--- src/rtl/oepl_ram.sv ---
// ----------------------------------------------------------------------------
// oepl_ram
// Generic one-write, one-read RAM with a registered read port.
// ----------------------------------------------------------------------------
module oepl_ram #(
  parameter int WIDTH = 8,
  parameter int DEPTH = 32
) (
  input  logic                     clk_i,
  input  logic                     we_i,
  input  logic [$clog2(DEPTH)-1:0] waddr_i,
  input  logic [WIDTH-1:0]         wdata_i,
  input  logic [$clog2(DEPTH)-1:0] raddr_i,
  output logic [WIDTH-1:0]         rdata_o
);

  logic [WIDTH-1:0] mem [DEPTH];

  // Write and registered read
  always_ff @(posedge clk_i) begin
    if (we_i) begin
      mem[waddr_i] <= wdata_i;
    end
    rdata_o <= mem[raddr_i];
  end

endmodule

--- config.mk ---
export PLATFORM = sky130hd
export DESIGN_NAME = oepl_ram
export DESIGN_NICKNAME = d
export VERILOG_FILES = /design/src/rtl/oepl_ram.sv
export SDC_FILE = /design/constraint.sdc
export NUM_CORES = 1
export LEC_CHECK = 0
export BUFFER_PORTS_ARGS = -buffer_cell sky130_fd_sc_hd__clkbuf_2
export CORE_ASPECT_RATIO = 1.75
export CORE_MARGIN = 2
export CORE_UTILIZATION = 45
export DETAILED_ROUTE_END_ITERATION = 10
export PLACE_DENSITY_LB_ADDON = 0.15
export SLEW_MARGIN = 20
export SYNTH_ARGS = -nofsm -noshare
export SYNTH_HDL_FRONTEND = slang
export SYNTH_SLANG_ARGS = --single-unit
--- constraint.sdc ---
create_clock -name clk_i -period 2.1 [get_ports clk_i]
set_input_delay 0.315 -clock clk_i [delete_from_list [all_inputs] [get_ports clk_i]]
set_output_delay 0.315 -clock clk_i [all_outputs]
set_load 0.03 [all_outputs]
== After elaboration in Yosys (flattened, before gate mapping) ==
Memories as Yosys holds them, arrays and structs flattened. A register that Yosys moved wholly into a read port is not among the register bits.
Cells that the tools add are included.

* Register bits: 0
* RAM bits: 256
* Input bits: 20
* Output and inout bits: 8
* Logic and storage cells: 3
* Memories: 1

* Mux-type cells: 2

{| class="wikitable"
|+ Memories
! memory !! depth !! bits a word !! read ports !! clocked after Yosys merged registers in !! wr ports !! line !! source
|-
| mem || 32 || 8 || 1 || 1 || 1 || 17 || <nowiki>logic [WIDTH-1:0] mem [DEPTH];</nowiki>
|}

{| class="wikitable"
|+ Operator list
! kind !! count
|-
| 1-bit 2-to-1 mux || 2
|}

== Longest topological paths before layout ==
* Depth in word-level cells: 2
* Depth in mapped cells: 5
* Depth with buffers taken out: 3

== Least setup slack after synthesis ==
No wires, ideal clock.

* Path type: input port to flip-flop
* Start: in raddr_i[2]
* End: reg rdata_o[0] (read register of mem)
* Setup time: 121 ps
* Data arrival time: 1,997 ps
* Data required time: 1,979 ps
* Slack: -17 ps
* Cell stages on the path: 5
* Buffers on the path: 2
* Cell sequence: clkbuf_1 > clkbuf_1 > mux4_2 > mux4_2 > mux2_2

{| class="wikitable"
|+ RTL lines
! what !! line !! source
|-
| from (decl) || 13 || <nowiki>input logic [$clog2(DEPTH)-1:0] raddr_i,</nowiki>
|-
| to (decl) || 14 || <nowiki>output logic [WIDTH-1:0] rdata_o</nowiki>
|}

==> flow_summary.yaml <==
yosys:
  yosysWarnings: 0
  ys_types: 15
  yosys-top-cells-area: "edfxtp_1 (76%), mux4_2 (18%), dfxtp_1 (1.6%)"
  netlist_area_um2: 10100
  synth_top_area_share: 0.765
  yosys.area.top_type: "edfxtp_1"
  synth_edf_count: 256
  async_flop_share: 0
  yosysSeqAreaShare: 0.781
  synth_flop_cell: "edfxtp_1"
  netlist_top_cells_count: "edfxtp_1 (256), mux4_2 (80), nor2_1 (33)"
  syn_area_per_cell_um2: 24.1
  syn-instance-count: 417
  syn_nets: 437
  yosysMostFrequentCell: "edfxtp_1"
  synth-seq-cells: 264
floorplanning:
  initial_utilization: 0.457
  boundaryPins: 28
  die_w_um: 117
  core_area_um2: 22000
  die_y_um: 202
  dieArea_um2: 23600
  placementRows: 72
critical_path:
  cp-end-kind: "flop"
  r2r_end: "rdata_o[6]"
  crit_start: "mem[21][6]"
  worstPathCellList: "mux4_2, mux4_2, mux2_2"
  required_ns: 2.51
  path_buf_inv: 0
  cpPeakStageDelay_ns: 0.55
  path_max_fanout: 1
  cp_common_cell: "mux4_2"
  arrival_ns: 2.24
  rr_worst_depth: 3
  crit_family: "multiplexers"
  critPathKind: "reg -> reg"
  reg2reg_from: "mem[21][6]"
  startpoint_type: "flop"
  r2r_setup_slack_ns: 0.27
  cp_slowest_cell: "mux4_2"
finish:
  areaGrowthSynthToFinish_pct: 16.1
  regArea_um2: 7850
  fillCellCount: 1775
  drive_gt1_frac: 0.397
  multi_input_area_um2: 2100
  n_antenna_cell: 0
  fin_nets: 524
sta:
  finClkSkew_ns: 0.0192
  setup_violations: 0
  hold_violations: 0
  tns_ns: 0
  max_freq_mhz: 546
  fin_crit_sh: 0.872
  maxSlewViolCount: 0
  min_period_ns: 1.83
  slew-limit-headroom: 0.491
  rsz0062_at_grt: "no"
  tightest_slew_ns: 0.763
place:
  port_buffers: 27
  gp_congestion: 0.808
  post-dp-hpwl_mm: 15.3
drt:
  drtIter0Drc: 306
  ant_nets: 0
  firstDrtPassIters: 4
  drt_wl_total_mm: 22.6
  route.detailed.drc: 0
  wl_per_cell_um: 27.6
  via_per_inst: 5.52
  vias: 4513
clock_network:
  clkSinkCount: 264
  clk_latency_ns: 0.52
  numCtsBuffers: 24
  post-cts-setup-buffer-count: 0
  hold_buffers: 0
  clkTransAtPathRegs_ns: 0.07
  clockBufferDepth: 3
  cts_tree: "yes"
  cts-resized-gates: 0
  htreeDepth: 1
  cts-root-buf: "clkbuf_16"
min_path:
  hold_start: "raddr_i[3]"
  hold_path_end: "rdata_o[2]"
  whs_path_depth: 2
  hold_class: "in -> reg"
pwr:
  p_per_area_nw_per_um2: 920
  total_power_w: 0.0107
  vdd_drop_max_mv: 0.721
  leakagePower_nw: 3.75
global_routing:
  grt_pass1_wl_mm: 32.9
  grtUsageTotal: 0.201
  grt_pass1_vias: 4911
  grt_antenna_before_repair: 0
  grt_overflow_total: 0
  grt_max_degree: 40
outcome:
  status: "complete, no violations"
job:
  cap_violations: 0
-- per-stage QoR --
step           hold slack, ns  worst slack [ns]  instance area (µm²)  utilization  std cells
2_1_floorplan           0.414          0.000538                10100            -        417
3_3_place_gp            0.782            -0.190                10900        0.496        774
3_5_place_dp            0.777            -0.177                10900        0.496        774
4_1_cts                 0.288             0.243                11700        0.531        818
5_1_grt                 0.292             0.230                11700        0.531        818
6_report                0.289             0.269                11700        0.531        818
-- final cells by class --
type,count,share of cell area
Clock buffer,27,0.0524
Clock inverter,17,0.0130
Multi-Input combinational cell,133,0.180
Sequential cell,264,0.672
Tap cell,296,0.0317
Timing Repair Buffer,81,0.0508
-- placed cells by master (no fill, tap or decap) --
master,instances
nand3b_1,5
buf_4,51
or3b_2,3
inv_8,1
clkinv_8,1
inv_6,1
nand2_1,1
clkinvlp_4,1
mux2_2,8
clkbuf_16,24
nand3_1,2
buf_12,4
clkinv_2,5
clkbuf_1,3
mux4_2,80
nor2_1,33
edfxtp_1,256
or3_1,1
clkbuf_2,26
dfxtp_1,8
bufinv_16,2
clkinv_1,6
-- cells by family after synthesis --
logic type / share of synthesized area
buffers and inverters: 0.0106
DFF: 0.781
muxes: 0.188
and+or+nand+nor: 0.0207
-- state kept, by name, summed over array words and instances (netlist names) --
name	cells
mem	256
rdata_o	8
-- power by group --
part | internal, W | switching (W)
Sequential | 0.00586 | 0.0000264
Combinational | 0.000267 | 0.000367
Clock | 0.00236 | 0.00186
Total | 0.00849 | 0.00226
-- worst max-delay path by stage --
stage	slack, ns	end	cells after the start
after detailed placement	-0.18	rdata_o[6]	5
final	0.27	rdata_o[6]	3
after global placement	-0.19	rdata_o[6]	5
after CTS	0.24	rdata_o[6]	3
after floorplan	0.0005	rdata_o[0]	5
after global routing	0.23	rdata_o[6]	3
-- layer usage --
metal	up-vias	GRT usage	wire length, µm
met5	-	0	0
met3	34	0.0223	623
met1	2428	0.231	8060
li1	1950	-	-
met4	0	0.0761	812
met2	101	0.374	13100
No activity file was read; power rests on OpenSTA's default activity.
